===== config.mk =====
export PLATFORM = sky130hd
export DESIGN_NAME = pdr_lane
export DESIGN_NICKNAME = d
export VERILOG_FILES = /design/src/design/pdr_pkg.sv /design/src/design/pdr_lane.sv
export SDC_FILE = /design/constraint.sdc
export NUM_CORES = 1
export LEC_CHECK = 0
export CAP_MARGIN = 25
export CORE_ASPECT_RATIO = 1.75
export CORE_MARGIN = 4
export CORE_UTILIZATION = 55
export CTS_CLUSTER_DIAMETER = 50
export DETAILED_ROUTE_END_ITERATION = 12
export DONT_BUFFER_PORTS = 1
export PLACE_DENSITY_LB_ADDON = 0.25
export SLEW_MARGIN = 40
export SYNTH_ARGS = -nofsm -noshare
export SYNTH_HDL_FRONTEND = slang
export SYNTH_SLANG_ARGS = --single-unit

===== constraint.sdc =====
create_clock -name clk_i -period 10.96 [get_ports clk_i]
set_input_delay 2.192 -clock clk_i [delete_from_list [all_inputs] [get_ports clk_i]]
set_output_delay 2.192 -clock clk_i [all_outputs]
set_load 0.1 [all_outputs]

===== src/design/pdr_pkg.sv =====
// ----------------------------------------------------------------------------
// pdr_pkg
// Shared widths and constants for the perceptual deadband reducer.
// ----------------------------------------------------------------------------
package pdr_pkg;
  localparam int Channels   = 7;
  localparam int SampleBits = 16;
  localparam int DiffBits   = SampleBits + 1;
  localparam int SqBits     = 2 * DiffBits;
  localparam int SumBits    = SqBits + 3;
  localparam int RatioFrac  = 12;
  localparam int NumBits    = SumBits + 2 * RatioFrac;
  localparam int RatioBits  = 16;
  localparam logic [SampleBits-1:0] LastReset = SampleBits'(2560);
  localparam logic [RatioBits-1:0]  ThreshReset = RatioBits'(410);
  localparam logic [RatioBits-1:0]  RatioMax = '1;

  typedef logic signed [SampleBits-1:0] sample_t;
  typedef logic [SqBits-1:0] sq_t;
endpackage


===== src/design/pdr_lane.sv =====
// ----------------------------------------------------------------------------
// pdr_lane
// One channel lane: registered squared difference and squared last value.
// ----------------------------------------------------------------------------
module pdr_lane import pdr_pkg::*; (
  input  logic    clk_i,
  input  logic    en_i,
  input  sample_t cur_i,
  input  sample_t last_i,
  output sq_t     d_sq_o,
  output sq_t     p_sq_o
);
  logic signed [DiffBits-1:0] diff;
  logic [DiffBits-1:0] ad, ap;
  sq_t d_sq_q, p_sq_q;

  always_comb begin
    diff = DiffBits'(cur_i) - DiffBits'(last_i);
    ad   = diff[DiffBits-1] ? DiffBits'(-diff) : DiffBits'(diff);
    ap   = last_i[SampleBits-1] ? DiffBits'(-DiffBits'(last_i)) : DiffBits'(last_i);
  end

  always_ff @(posedge clk_i) begin
    if (en_i) begin
      d_sq_q <= ad * ad;
      p_sq_q <= ap * ap;
    end
  end

  assign d_sq_o = d_sq_q;
  assign p_sq_o = p_sq_q;
endmodule


After elaboration in Yosys (flattened, before gate mapping) --
Index checks and enable logic that the tools add are counted.
Operators by class: add/subtract/negate cells 3, $mul 2, multiplexer cells 2
Operators by type and width (number):
- multiplier 17 x 17 -> 34 bit | 2
- two-way mux 17 bit | 2
- negator 16 -> 17 bit | 1
- negator 17 bit | 1
- subtractor 16 x 16 -> 17 bit | 1
Storage, ports and cells: bits of input ports 34, flip-flop bits (word level) 68, output and inout bits 68, word-level logic and storage cells 9

Depth between registers and ports, before layout --
Gate-level depths: netlist of run 1.
depth in word-level cells 4, gate-level depth with buffers 36, gate-level depth less buffers 35

Worst setup path after synthesis of run 1 --
OpenSTA, ideal clock, no wires.
kind input to register, from input cur_i[0], to register d_sq_q[33] (netlist: d_sq_o[33]) (data pin), cell stages on the path 33, arrival time 10.202 ns, setup slack 0.496 ns, buffers on the path 1, path through inv_1 ha_1 fa_1 nor2b_4 o2111ai_2 a31o_2 a31oi_2 a21oi_2 or4_1 o211a_1 or2_1 inv_2 buf_2 nand2_1 fa_1 fa_1 inv_1 fa_1 fa_1 fa_1 inv_1 fa_1 inv_1 ha_1 a21o_1 a21o_1 a211oi_1 o311ai_0 a21oi_1 o31ai_1 o21ai_0 xor2_1 xnor2_1
On the way: cells in the longest elaborated chain, start to end 4
RTL lines:
- start, declared | line pdr_lane.sv:8 | input sample_t cur_i,
- subtractor 16 x 16 -> 17 bit * | line pdr_lane.sv:18 | diff = DiffBits'(cur_i) - DiffBits'(last_i);
- negator 17 bit | line pdr_lane.sv:19 | ad = diff[DiffBits-1] ? DiffBits'(-diff) : DiffBits'(diff);
- two-way mux 17 bit * | line pdr_lane.sv:19
- multiplier 17 x 17 -> 34 bit * | line pdr_lane.sv:25 | d_sq_q <= ad * ad;
- end signal, assigned | line pdr_lane.sv:25
- end, declared | line pdr_lane.sv:15 | sq_t d_sq_q, p_sq_q;
Every way passes the cells marked *; elsewhere a longest branch is shown, timed or not. A chain may end at the register's enable or synchronous reset.

Final worst setup path of run 1 --
Ends and elaborated chain as after synthesis.

==> results of run 1 <==
[how the worst max path moves through the flow]
stage / to / startpoint / cells past startpoint / slack [ps]
floorplan: d_sq_o[33]$_DFFE_PP_ / cur_i[0] / 33 / 500
global placement: d_sq_o[33]$_DFFE_PP_ / cur_i[0] / 33 / -20
detailed placement: d_sq_o[33]$_DFFE_PP_ / cur_i[0] / 33 / -160
CTS: d_sq_o[33]$_DFFE_PP_ / cur_i[0] / 33 / 190
global route: d_sq_o[33]$_DFFE_PP_ / cur_i[0] / 32 / 2
finish: d_sq_o[33]$_DFFE_PP_ / cur_i[0] / 33 / 470
[per-stage QoR]
step / instances / instance area [um^2]
after floorplan: 2187 / 19800
after global placement: 2667 / 20700
after detailed placement: 2693 / 21300
after CTS: 2709 / 21600
after global routing: 2723 / 22000
final: 2723 / 22000
[cell families after synthesis]
logic type	after synthesis
XOR/XNOR	94
other	2
multiplexers	7
AND/OR/NAND/NOR	471
AO/OA/AOI/OAI	255
buffers and inverters	635
flip-flops	66
adder cells (fa/ha/maj)	609
[cells in the mapped netlist, drive strengths merged, types with 5 or more instances]
| cell | number |
|---|---|
| clkbuf | 36 |
| nor3 | 25 |
| nand3 | 17 |
| inv | 582 |
| and2 | 11 |
| nand2b | 14 |
| clkinv | 8 |
| buf | 9 |
| nand4 | 7 |
| and3 | 5 |
| o211ai | 7 |
| mux2i | 5 |
| nor2b | 15 |
| o21bai | 9 |
| nor2 | 173 |
| xor2 | 26 |
| edfxtp | 66 |
| o21a | 23 |
| fa | 384 |
| a21oi | 60 |
| o21ai | 45 |
| a211o | 7 |
| o41ai | 5 |
| ha | 225 |
| nand2 | 180 |
| or3 | 10 |
| a21o | 29 |
| a211oi | 10 |
| a31oi | 9 |
| xnor2 | 68 |
| o31ai | 12 |
[layer usage]
layer	up-vias	part of all wire, %	global-route usage [%]
li1	6763	-	-
met1	7365	33	26.7
met2	334	57	49.8
met3	146	4.5	4.85
met4	0	5.4	13.3
met5	-	0	0
[layout make-up]
class                      count  area (um^2)
clock inverter                 7          116
clock buffer                   9          225
antenna                        2         5.00
multi-input combinational   1486        15500
sequential                    66         1980
inverter                     590         2220
timing repair buffer          98         1380
fill                        3039        13300
tap                          465          582
[registers in the layout, indices dropped and copies added, names as in the netlist]
name and flops:
d_sq_o 33, p_sq_o 33
==> flow_summary.yaml, run 1 <==
logic_synthesis:
  synth_area_leaders: "fa_1, ha_1, inv_1"
  synth_cells: 2139
  synthAdderAreaFrac_pct: 53.5
  synth-compound-area-share_pct: 9.06
  synth_top_area_share_pct: 39.2
  synth-simple-area-share_pct: 10.4
  synth_edf_count: 66
  synth_warnings: 0
  syn_area_per_cell_um2: 9.18
  synth_seq_cells: 66
  ys.flop_type: "edfxtp_1"
  yosys.area.top_type: "fa_1"
  syn_area_um2: 19600
  synthMuxAreaShare_pct: 0.370
  ys_seq_area_share_pct: 10.1
  synthXorXnorAreaFrac_pct: 4.29
  synth_top_family_by_area: "adder cells"
  synth.distinct_cells: 78
  async_reset_ff_share_pct: 0
final_layout:
  syn_to_final_growth_pct: 11.9
  final_cell_mix: "inv_1, fa_1, ha_1, nand2_1, nor2_1"
  final_common_cell: "inv_1"
  final_nets: 2894
  final_core_util_pct: 62.3
  drive_above_1_share_pct: 6.56
clocking:
  cts_tree: "done"
  cts-hold-fix-buffers: 0
  cts-buffers-inserted: 9
  clockRootBuffer: "clkbuf_16"
  cts_htree_levels: 3
  clockBufferDepth: 2
  cts_resized: 0
  cts.sinks: 66
  post-cts-setup-buffers: 0
  clkTransAtPathRegs_ps: 80
timing:
  fmax_mhz: 95.3
  finalWorstSetupSlack_ps: 469
  drv_slew: 0
  fin_crit_ps: 10490
  rsz0062_at_grt: "false"
  hold_ws_ps: 1910
  finalSetupTns_ps: 0
  post-route-period-util_pct: 95.7
  tightest_slew_ps: 911
  slew_headroom_pct: 39.4
  hold_violations: 0
  finalSetupViolations: 0
min_path:
  hp-class: "input pin to flip-flop"
  worstHoldEndpoint: "p_sq_o[0]$_DFFE_PP_"
  whs_path_depth: 0
  hold_path.startpoint: "last_i[0]"
detailed_routing:
  drtIter0Drc: 622
  post_drt_wl_per_cell_um: 17.6
  drt_wl_total_mm: 47.9
  antenna_left: 0
  viasPerCell: 5.36
  drc: 0
  dr.pass1.iters: 5
  dr_total_vias: 14600
floorplanning:
  start_util_pct: 55.6
  die_x_um: 151
  row_count: 91
  pin_count: 102
  core_area_um2: 35300
  dieArea_um2: 38900
  fp.dieH_um: 258
outcome:
  status: "finished, final reports clean"
grt:
  grt_first_pass_wirelength_mm: 80.5
  grt_pass1_vias: 16700
  grt_max_degree: 67
  antenna_found_initial: 2
  grt_usage_pct: 26.3
  overflow: 0
placed_design:
  place_hpwl_mm: 41.3
  portBuffers: 0
  gp_congestion: 0.942
  pre_cts_slack_ps: -164
setup_path:
  slowest_delay_ps: 540
  end_kind: "flip-flop"
  critPathBufInv: 6
  worstPathArrival_ps: 10590
  path_class: "input pin to flip-flop"
  worstSetupStartpointType: "input pin"
  cp_max_fo: 9
  cp_top_family: "adder cells"
  slowest_stage: "fa_1"
  critPathRequiredTime_ps: 11060
  cp_common_cell: "fa_1"
run:
  maxCapViolCount: 0
Power of run 1 is left out: the tool's default activity adds up to more than one toggle a clock period on the data nets, which glitch-free logic cannot reach.
==> run 2: changes to the inputs <==
- ABC_AREA: unset -> 1
==> run 2 against run 1 <==
Worst setup slack improved by 560 ps. Final area about the same. Final cell count up 9.1%. Sequential share of layout area about the same. Global-route usage rose by 2.3 points. Synthesized area grew 2.8%. Highest routed layer unchanged.
==> flow_summary.yaml, run 2 <==
outcome:
  status: "finished, final reports clean"
timing:
  hold_ws_ps: 1950
  finalSetupViolations: 0
  fin_crit_ps: 9930
  fmax_mhz: 101
  post-route-period-util_pct: 90.6
  slew_headroom_pct: 39.6
  rsz0062_at_grt: "false"
  drv_slew: 0
  finalSetupTns_ps: 0
  tightest_slew_ps: 907
  hold_violations: 0
clocking:
  cts_resized: 0
  post-cts-setup-buffers: 0
  clockRootBuffer: "clkbuf_16"
  cts_tree: "done"
  cts-hold-fix-buffers: 0
  cts-buffers-inserted: 9
  clockBufferDepth: 2
  clkTransAtPathRegs_ps: 60
  cts.sinks: 66
  cts_htree_levels: 3
setup_path:
  cp_max_fo: 12
  critPathBufInv: 8
  path_class: "input pin to flip-flop"
  slowest_delay_ps: 590
  cp_top_family: "adder cells"
  worstPathArrival_ps: 10020
  worstSetupStartpointType: "input pin"
  end_kind: "flip-flop"
  cp_common_cell: "inv_1"
  critPathRequiredTime_ps: 11040
  slowest_stage: "nor4_1"
final_layout:
  final_core_util_pct: 60.8
  diodes: 0
  drive_above_1_share_pct: 5.28
  final_nets: 3139
  final_common_cell: "inv_1"
  final_cell_mix: "inv_1, fa_1, nand2_1, ha_1, nor2_1"
  syn_to_final_growth_pct: 8.81
logic_synthesis:
  async_reset_ff_share_pct: 0
  synth_top_area_share_pct: 38.1
  ys_seq_area_share_pct: 9.82
  syn_area_um2: 20200
  synth_cells: 2420
  yosysMostFrequentCell: "inv_1"
  synth_seq_cells: 66
  synth.distinct_cells: 47
  yosys.area.top_type: "fa_1"
  ys.flop_type: "edfxtp_1"
  synth_warnings: 0
  synth_common_cells: "inv_1, fa_1, nand2_1"
  syn_area_per_cell_um2: 8.34
  synth_edf_count: 66
  synth_area_leaders: "fa_1, ha_1, inv_1"
grt:
  grt_pass1_vias: 17800
  antenna_found_initial: 0
  grt_max_degree: 67
  overflow: 0
  grt_first_pass_wirelength_mm: 89.1
  grt_usage_pct: 28.5
min_path:
  hp-class: "input pin to flip-flop"
floorplanning:
  start_util_pct: 55.8
  row_count: 92
  die_x_um: 153
  fp.dieH_um: 261
  core_area_um2: 36100
  dieArea_um2: 39900
  pin_count: 102
placed_design:
  place_hpwl_mm: 47.7
  portBuffers: 0
  gp_congestion: 0.967
run:
  maxCapViolCount: 0
detailed_routing:
  drt_wl_total_mm: 54.5
  dr_total_vias: 15700
  viasPerCell: 5.27
  dr.pass1.iters: 5
  drtIter0Drc: 599
  post_drt_wl_per_cell_um: 18.3
  antenna_left: 0
  drc: 0
==> run 2: changes by cell type after synthesis, moves of 19 or more <==
| cell | delta |
|---|---|
| nand2_1 | +182 |
| inv_1 | +132 |
| nand3_1 | +53 |
| nor2_1 | +51 |
| xnor2_1 | -42 |
| clkbuf_1 | -23 |
| nand2_2 | +23 |
| xor2_1 | +22 |
| a21oi_1 | +20 |
| a21o_1 | -19 |
==> run 2: per-layer routing <==
metal | wire length (um) | up-vias | GRT usage, % | part of all wire, %
met1 | 16000 | 7637 | 25.3 | 29
met4 | 6310 | 0 | 24.9 | 12
met3 | 1690 | 275 | 3.03 | 3.1
met5 | 0 | - | 0 | 0
li1 | - | 7262 | - | -
met2 | 30500 | 488 | 55.9 | 56
==> run 2: cells by family after synthesis <==
kind of cell,share of synthesized area [%]
other,0.0372
buffers and inverters,14.3
XOR/XNOR,3.49
AND/OR/NAND/NOR,15.8
adder cells (fa/ha/maj),52.0
AO/OA/AOI/OAI,4.57
flip-flops,9.82
==> run 2: final cells by class <==
cell class	instances	area, um^2
Sequential cell	66	1980
Tap cell	470	588
Multi-Input combinational cell	1647	15500
Clock buffer	9	225
Inverter	726	2730
Clock inverter	7	141
Timing Repair Buffer	46	801
Fill cell	3227	14200
==> run 2: worst paths after layout <==
| path | startpoint | endpoint | slack, ps | cells past startpoint |
|---|---|---|---|---|
| max | last_i[1] | p_sq_o[31]$_DFFE_PP_ | 1030 | 29 |
| min | last_i[0] | p_sq_o[0]$_DFFE_PP_ | 1950 | 0 |
==> run 2: through the flow <==
step	instance area [um^2]	std cells	setup slack, ps
global placement	20900	2923	686
CTS	21600	2957	1110
finish	22000	2971	1030
floorplan	20400	2468	1870
global route	22000	2971	677
detailed placement	21200	2941	729
Power of run 2 is left out for the same reason.
