## src/design/pdr_pkg.sv

```systemverilog
// ----------------------------------------------------------------------------
// pdr_pkg
// Shared widths and constants for the perceptual deadband reducer.
// ----------------------------------------------------------------------------
package pdr_pkg;
  localparam int Channels   = 7;
  localparam int SampleBits = 16;
  localparam int DiffBits   = SampleBits + 1;
  localparam int SqBits     = 2 * DiffBits;
  localparam int SumBits    = SqBits + 3;
  localparam int RatioFrac  = 12;
  localparam int NumBits    = SumBits + 2 * RatioFrac;
  localparam int RatioBits  = 16;
  localparam logic [SampleBits-1:0] LastReset = SampleBits'(2560);
  localparam logic [RatioBits-1:0]  ThreshReset = RatioBits'(410);
  localparam logic [RatioBits-1:0]  RatioMax = '1;

  typedef logic signed [SampleBits-1:0] sample_t;
  typedef logic [SqBits-1:0] sq_t;
endpackage

```

## src/design/pdr_ratio.sv

```systemverilog
// ----------------------------------------------------------------------------
// pdr_ratio
// Merge of lane sums, then bit-serial divide and bit-serial square root.
// ----------------------------------------------------------------------------
module pdr_ratio import pdr_pkg::*; (
  input  logic                 clk_i,
  input  logic                 rst_ni,
  input  logic                 start_i,
  input  sq_t [Channels-1:0]   d_sq_i,
  input  sq_t [Channels-1:0]   p_sq_i,
  output logic                 done_o,
  output logic [RatioBits-1:0] ratio_o
);
  typedef enum logic [2:0] {S_IDLE, S_SUM, S_DIV, S_SQRT, S_DONE} state_e;
  localparam int CntBits = $clog2(NumBits + 1);
  localparam int RootBits = NumBits / 2 + 1;

  state_e               state_q;
  logic [CntBits-1:0]   cnt_q;
  logic [SumBits-1:0]   d2_q, p2_q;
  logic [NumBits-1:0]   quo_q;
  logic [SumBits:0]     rem_q;
  logic [NumBits+1:0]   sn_q;
  logic [RootBits+1:0]  res_q, bit_q;
  logic [RatioBits-1:0] ratio_q;
  logic                 done_q;
  logic [SumBits-1:0]   d2_sum, p2_sum;
  logic [SumBits:0]     rem_sh;
  logic [NumBits+1:0]   trial;

  always_comb begin
    d2_sum = '0;
    p2_sum = '0;
    for (int i = 0; i < Channels; i++) begin
      d2_sum = d2_sum + SumBits'(d_sq_i[i]);
      p2_sum = p2_sum + SumBits'(p_sq_i[i]);
    end
    rem_sh = {rem_q[SumBits-1:0], quo_q[NumBits-1]};
    trial  = (NumBits+2)'(res_q) + (NumBits+2)'(bit_q);
  end

  always_ff @(posedge clk_i or negedge rst_ni) begin
    if (!rst_ni) begin
      state_q <= S_IDLE;
      done_q  <= 1'b0;
    end else begin
      done_q <= 1'b0;
      unique case (state_q)
        S_IDLE: if (start_i) state_q <= S_SUM;
        S_SUM: begin
          d2_q  <= d2_sum;
          p2_q  <= p2_sum;
          quo_q <= {d2_sum, (2*RatioFrac)'(0)};
          rem_q <= '0;
          cnt_q <= CntBits'(NumBits);
          state_q <= S_DIV;
        end
        S_DIV: begin
          // restoring divide, one quotient bit per cycle
          if (p2_q == '0) begin
            ratio_q <= (d2_q == '0) ? '0 : RatioMax;
            done_q  <= 1'b1;
            state_q <= S_DONE;
          end else if (cnt_q == '0) begin
            sn_q  <= (NumBits+2)'(quo_q);
            res_q <= '0;
            bit_q <= (RootBits+2)'(1) << (2 * (RootBits / 2));
            state_q <= S_SQRT;
          end else begin
            if (rem_sh >= {1'b0, p2_q}) begin
              rem_q <= rem_sh - {1'b0, p2_q};
              quo_q <= {quo_q[NumBits-2:0], 1'b1};
            end else begin
              rem_q <= rem_sh;
              quo_q <= {quo_q[NumBits-2:0], 1'b0};
            end
            cnt_q <= cnt_q - 1'b1;
          end
        end
        S_SQRT: begin
          // digit-by-digit root, two radicand bits per cycle
          if (bit_q == '0) begin
            ratio_q <= (res_q > (RootBits+2)'(RatioMax)) ? RatioMax : RatioBits'(res_q);
            done_q  <= 1'b1;
            state_q <= S_DONE;
          end else begin
            if (sn_q >= trial) begin
              sn_q  <= sn_q - trial;
              res_q <= (res_q >> 1) + bit_q;
            end else begin
              res_q <= res_q >> 1;
            end
            bit_q <= bit_q >> 2;
          end
        end
        S_DONE: state_q <= S_IDLE;
        default: state_q <= S_IDLE;
      endcase
    end
  end

  assign done_o  = done_q;
  assign ratio_o = ratio_q;
endmodule

```

## config.mk

```make
export PLATFORM = sky130hd
export DESIGN_NAME = pdr_ratio
export DESIGN_NICKNAME = d
export VERILOG_FILES = /design/src/design/pdr_pkg.sv /design/src/design/pdr_ratio.sv
export SDC_FILE = /design/constraint.sdc
export NUM_CORES = 1
export LEC_CHECK = 0
export ABC_AREA = 1
export BUFFER_PORTS_ARGS = -buffer_cell sky130_fd_sc_hd__buf_4
export CORE_UTILIZATION = 40
export DETAILED_ROUTE_END_ITERATION = 8
export MAX_ROUTING_LAYER = met4
export PLACE_DENSITY_LB_ADDON = 0.2
export SLEW_MARGIN = 5
export SYNTH_ARGS = -nofsm -noshare
export SYNTH_HDL_FRONTEND = slang
export SYNTH_SLANG_ARGS = --single-unit
```

## constraint.sdc

```tcl
create_clock -name clk_i -period 10.7 [get_ports clk_i]
set_clock_uncertainty 0.1 [all_clocks]
set_input_delay 1.07 -clock clk_i [delete_from_list [all_inputs] [get_ports clk_i]]
set_output_delay 1.07 -clock clk_i [all_outputs]
set_load 0.05 [all_outputs]
```

**Word level (Yosys, flattened, before mapping)**

Cells that the tools add are included.

- Add/subtract/negate cells: 17
- Magnitude comparators: 3
- Equal/unequal tests: 12
- Mux-type cells: 38
- Reduce and logical (&&, ||, !) cells: 13

Operators by type and width:

| cell | number |
|---|---|
| two-way mux 63 bit | 4 |
| two-way mux 33 bit | 7 |
| adder 37 x 34 -> 37 bit | 6 |
| one-hot mux 33 bit (2 select lines) | 2 |
| one-hot mux 63 bit (2 select lines) | 1 |
| two-way mux 61 bit | 2 |
| one-hot mux 61 bit (2 select lines) | 1 |
| two-way mux 37 bit | 3 |
| adder 36 x 34 -> 37 bit | 2 |
| zero test 37 bit | 2 |
| one-hot mux 37 bit (2 select lines) | 1 |
| adder 35 x 34 -> 36 bit | 2 |
| adder 34 x 34 -> 35 bit | 2 |
| two-way mux 16 bit | 4 |
| >= comparator 63 x 34 -> 1 bit | 1 |
| subtractor 63 x 34 -> 63 bit | 1 |
| >= comparator 38 x 37 -> 1 bit | 1 |
| subtractor 37 bit | 1 |
| adder 33 x 33 -> 34 bit | 1 |
| adder 32 x 33 -> 33 bit | 1 |
| > comparator 33 x 16 -> 1 bit, second input constant | 1 |
| zero test 33 bit | 1 |
| one-hot mux 16 bit (2 select lines) | 1 |
| inequality test 2 bit, second input constant | 8 |
| other kinds (18) | 27 |

- Bits in registers: 327
- Bits of input ports: 479
- Output and inout port bits: 17

**Longest topological paths before layout**

- Depth in word-level cells: 7
- Gate-level depth with buffers: 27
- Gate-level depth less buffers: 27

**Worst setup path after synthesis**

OpenSTA, ideal clock, no wires.

- Path kind: input to register
- Start: in rst_ni
- End: reg cnt_q[0], enable pin
- Setup time: 0.601 ns
- Arrival time: 6.154 ns
- Data required time: 9.999 ns
- Slack: 3.845 ns
- Cell stages on the path: 2
- Buffers on the path: 0
- Path through: nand2_1 a21oi_1

- Word-level cells in the longest chain between the ends: 1

Ends and longest elaborated chain:

| item | RTL line | source |
|---|---|---|
| start: declaration | pdr_ratio.sv:7 | `input logic rst_ni,` |
| AND reduction 4 bit (no source line) | n/a |  |
| end signal: assignment | pdr_ratio.sv:55 | `cnt_q <= CntBits'(NumBits);` |
| end signal: assignment | pdr_ratio.sv:77 | `cnt_q <= cnt_q - 1'b1;` |
| end: declaration | pdr_ratio.sv:19 | `logic [CntBits-1:0] cnt_q;` |

Every way passes these cells.
A chain may end at the register's enable or synchronous reset.

**Final worst setup path**

- Start: reg res_q[16]
- End: reg sn_q[49], enable pin

- Word-level cells in the longest chain between the ends: 4

Ends and longest elaborated chain:

| item | RTL line | source |
|---|---|---|
| start: declaration | pdr_ratio.sv:24 | `logic [RootBits+1:0] res_q, bit_q;` |
| start signal: assignment | pdr_ratio.sv:89 | `res_q <= (res_q >> 1) + bit_q;` |
| start signal: assignment | pdr_ratio.sv:91 | `res_q <= res_q >> 1;` |
| adder 33 x 33 -> 34 bit | pdr_ratio.sv:39 | `trial = (NumBits+2)'(res_q) + (NumBits+2)'(bit_q);` |
| >= comparator 63 x 34 -> 1 bit | pdr_ratio.sv:87 | `if (sn_q >= trial) begin` |
| inequality test 2 bit (no source line) | n/a |  |
| AND reduction 6 bit (no source line) | n/a |  |
| end signal: assignment | pdr_ratio.sv:65 | `sn_q <= (NumBits+2)'(quo_q);` |
| end signal: assignment | pdr_ratio.sv:88 | `sn_q <= sn_q - trial;` |
| end: declaration | pdr_ratio.sv:23 | `logic [NumBits+1:0] sn_q;` |

Every way passes these cells.

==> results.txt <==
- Run status: complete, no violations
- In this run, synthesis produced a sequential element count of 310.
- Die width: about 300 µm
- The synthesized netlist contains 52 unique library cells.
- Syn_area_per_cell: 7.53 µm²
- Area of the core region: roughly 87000 µm²
* Floorplan die area: a little under 90000 µm²
* Final cell area excluding filler cells: between 40000 and 50000 µm²
- Counting along the longest clock path gives a buffer depth of 3.
- The initial utilization of the core area, before any placement, comes to 0.405.
- Asr flop ratio synth: 0.0129
- Relative to the synthesized area, the layout overhead comes to 17.5%.
- The synthesized netlist occupies a cell area of 35200 µm².
* Num Clock Sinks: 310
- The H-tree was split into 2 levels.
- Synthesis handed over a netlist of ~4.7k instances.
- For this run, the register share of the synthesized area comes to 0.264.
- First-pass DRT Iterations: 6
- Kind of launch point of the worst setup path: flop
* Net Count, Synth: approximately 5.7k
* Vias: 31.0k
- Buffers placed on the I/O ports in this run total just under 500.
- Top cell type's share of synthesized area: 0.261
- In the synthesized netlist the dominant register cell turns out to be edfxtp_1.
- Ordered cell list for the critical path: ha_1 > nand2_1 > o21ai_0 > nand2_1 > o21ai_0 > inv_1 > nand3_1 > a21oi_1 > xor2_1 > ha_1 > nand2_1 > nor2_1 > nand3_1 > nor2_1 > nand3_1 > nand2_2 > inv_2 > nand3_4 > nor2_8 > nor2_4 > buf_4
- Top delay family on crit path: simple AND/OR/NAND/NOR gates
* Total setup violations reported at the end of the flow: 0
* Worst-margin pin slew: 1.10 ns
* Final worst-path cycle share: 0.523
* Data arrival time of the worst path: between 5 and 6 ns
- Share of final-layout standard cells stronger than drive strength 1: 0.120
* Total CTS buffers: 37
- The number of slew-limit violations in the final report came to 0.
- GR Util All Layers: 0.265
- The worst setup path is of the flop to flop kind.
- In the final design database the tool counted just over 6k nets.
- After detailed routing, the number of remaining DRC violations is 0.
- Final number of hold-violating endpoints: 0
- Measured in cells, the most critical reg-to-reg path has a length of 21.
- Counting buffers and inverters, the worst setup path is 21 cells deep.
* Critical-path top delay cell: buf_4
- Largest fanout of any net on the critical path: 63
- STA classifies the critical path endpoint as a flop.
* Synth area leaders: edfxtp_1 26%, fa_1 19%, nand2_1 14%
- DP Area: 40200 µm²
- Global placement routability congestion: a little under 1
* Placed wire-length estimate after detailed placement: approximately 100 mm
- Clock tree root buffer cell: clkbuf_16
- Dividing the detail-routed wire length by the instance count gives approximately 18 µm.
* Routed Antenna Nets: 0
- Post-CTS Hold Buffers: 0
- TritonCTS built the clock tree.
- The number of gates resized after CTS was 0.
* Post-CTS Setup Bufs: 0
- Sum Neg Setup Slack: 0 ns
* Post-detailed-route via-to-cell ratio: roughly 5
* Initial drt markers: 2085
* Std cell rows: between 100 and 150
- The number of buffers and inverters on the critical path is 3.
- The number of antenna violations at the first check in global routing is 7.
- Number of enable flip-flop cells after synthesis: roughly 310
- Total routed wirelength: 114 mm
- 496 I/O pins were placed.
- The first global-routing pass estimated approximately 180 mm of wire.
- Number of warnings reported in the yosys synthesis log: 0
- Minimum clock period: ~5.6 ns
- Power spread over the standard cell area amounts to approximately 320 nW/µm².
- Required time at the endpoint of the critical path: 10.78 ns
- Largest net degree at the start of global routing: between 80 and 90
- Setup repair after global routing missed its margin: no
* Chip Height: between 200 and 300 µm
- Standby leakage power: approximately 21 nW
- Number of global-route vias before repair: 31.7k
* Worst vdd rail ir drop: roughly 0.13 mV
- Peak clock frequency supported by timing: between 150 and 200 MHz
- The min-delay analysis places its worst path in the category primary input to async pin.
- Largest incremental delay on the critical path: 0.69 ns
- Clock-pin slew was measured on the worst setup and hold paths at 0.06 ns.
- Max Cap Viol: 0
* Insertion delay of the later-clocked pin in the worst-skew pair: ~0.57 ns
* Most area-hungry cell type in the Yosys netlist: edfxtp_1
* Total gr overflow: 0
* Max-Slew Margin vs Limit: 0.268
[where the power goes]
group	internal [W]	total, W	switching (W)
clock network	0.000709	0.00123	0.000525
logic	0.00322	0.00948	0.00627
registers	0.00229	0.00257	0.000285
[metal layers]
metal | share of wire | global-route usage | vias to the layer above
li1 | - | - | 15545
met1 | 0.44 | 0.342 | 14554
met2 | 0.49 | 0.445 | 778
met3 | 0.046 | 0.0280 | 126
met4 | 0.027 | 0.0647 | 0
met5 | 0 | - | -
[per-stage QoR]
stage,util,total power (W),setup slack [ns],hold WS [ns],std cells
after floorplan,-,0.00918,3.84,0.392,4674
after global placement,0.462,0.0120,4.98,0.417,6270
after detailed placement,0.462,0.0120,4.97,0.425,6270
after CTS,0.475,0.0133,5.17,0.190,6333
after global routing,0.476,0.0146,4.75,0.201,6336
final,0.476,0.0133,5.10,0.223,6336
[final timing paths]
| path | from | end | slack, ns |
|---|---|---|---|
| min reg2reg | state_q[1] | state_q[1] | 0.44 |
| max | res_q[16] | sn_q[49] | 5.10 |
| max in group asynchronous | rst_ni | done_o | 10.15 |
| min in group clk_i | state_q[1] | state_q[1] | 0.44 |
| min | rst_ni | state_q[0] | 0.22 |
| max reg2reg | res_q[16] | sn_q[49] | 5.10 |
[flip-flops by register name, indices dropped and copies added, names as in the netlist]
| name | count |
|---|---|
| quo_q | 61 |
| bit_q | 16 |
| cnt_q | 6 |
| sn_q | 63 |
| state_q | 3 |
| res_q | 33 |
| d2_q | 37 |
| done_o | 1 |
| p2_q | 37 |
| ratio_o | 16 |
| rem_q | 37 |
[synth_stat cells (all sizes together), types with 3 or more instances]
cell type	n
o21ai	198
nand4	65
ha	185
nand3	223
a21o	5
dfrtp	4
nand3b	23
and2	21
fa	338
nor4	21
nor3	48
edfxtp	306
clkbuf	45
inv	985
nor2	441
o21a	10
a31oi	4
o311ai	3
xnor2	50
nand2	1323
a21oi	227
xor2	91
o21bai	20
a21boi	3
buf	18
a211oi	5
[worst register-to-register path, cell delays in order, from the launching register on]
cell and delay [ns]:
edfxtp_1 0.54, ha_1 0.45, nand2_1 0.10, o21ai_0 0.38, nand2_1 0.13, o21ai_0 0.24, inv_1 0.06, nand3_1 0.15
a21oi_1 0.10, xor2_1 0.19, ha_1 0.36, nand2_1 0.12, nor2_1 0.25, nand3_1 0.11, nor2_1 0.14, nand3_1 0.11
nand2_2 0.15, inv_2 0.16, nand3_4 0.32, nor2_8 0.14, nor2_4 0.13, buf_4 0.69
[layout make-up]
cell class | instances | area, µm²
Clock inverter | 21 | 199
Timing Repair Buffer | 504 | 3780
Tap cell | 1155 | 1450
Inverter | 986 | 3700
Fill cell | 8799 | 45600
Sequential cell | 310 | 9290
Clock buffer | 42 | 945
Multi-Input combinational cell | 3315 | 21900
Antenna cell | 3 | 7.51
[placed cells by master, fill, tap and decap left out, types with 4 or more instances in the layout]
master | synthesis | layout
nor4_1 | 21 | 21
xor2_1 | 91 | 91
clkbuf_16 | 0 | 37
nand4_1 | 65 | 65
nand2_2 | 17 | 17
clkinv_2 | 0 | 5
dfrtp_1 | 4 | 4
fa_1 | 338 | 338
o21ai_0 | 192 | 192
ha_1 | 185 | 185
o21a_1 | 10 | 10
a21o_1 | 5 | 5
o21ai_1 | 5 | 5
o21bai_1 | 20 | 20
nand3_1 | 221 | 221
inv_2 | 7 | 8
nand3b_1 | 23 | 23
a21oi_1 | 215 | 214
nor2_4 | 3 | 7
clkbuf_1 | 43 | 5
xnor2_1 | 50 | 50
nor2_1 | 426 | 423
inv_1 | 978 | 976
nor2_2 | 11 | 10
nor3_1 | 48 | 48
a211oi_1 | 5 | 5
edfxtp_1 | 306 | 306
a31oi_1 | 4 | 4
buf_4 | 0 | 504
clkinv_1 | 1 | 7
a21oi_2 | 11 | 11
and2_1 | 21 | 21
nand2_1 | 1305 | 1305
[logic make-up after synthesis]
kind of cell / share of synthesized area
AND/OR/NAND/NOR: 0.255
buffers and inverters: 0.113
adder cells (fa/ha/maj): 0.258
AO/OA/AOI/OAI: 0.0745
flip-flops: 0.264
XOR/XNOR: 0.0351
Note: power is estimated with default switching activity, not from simulation.
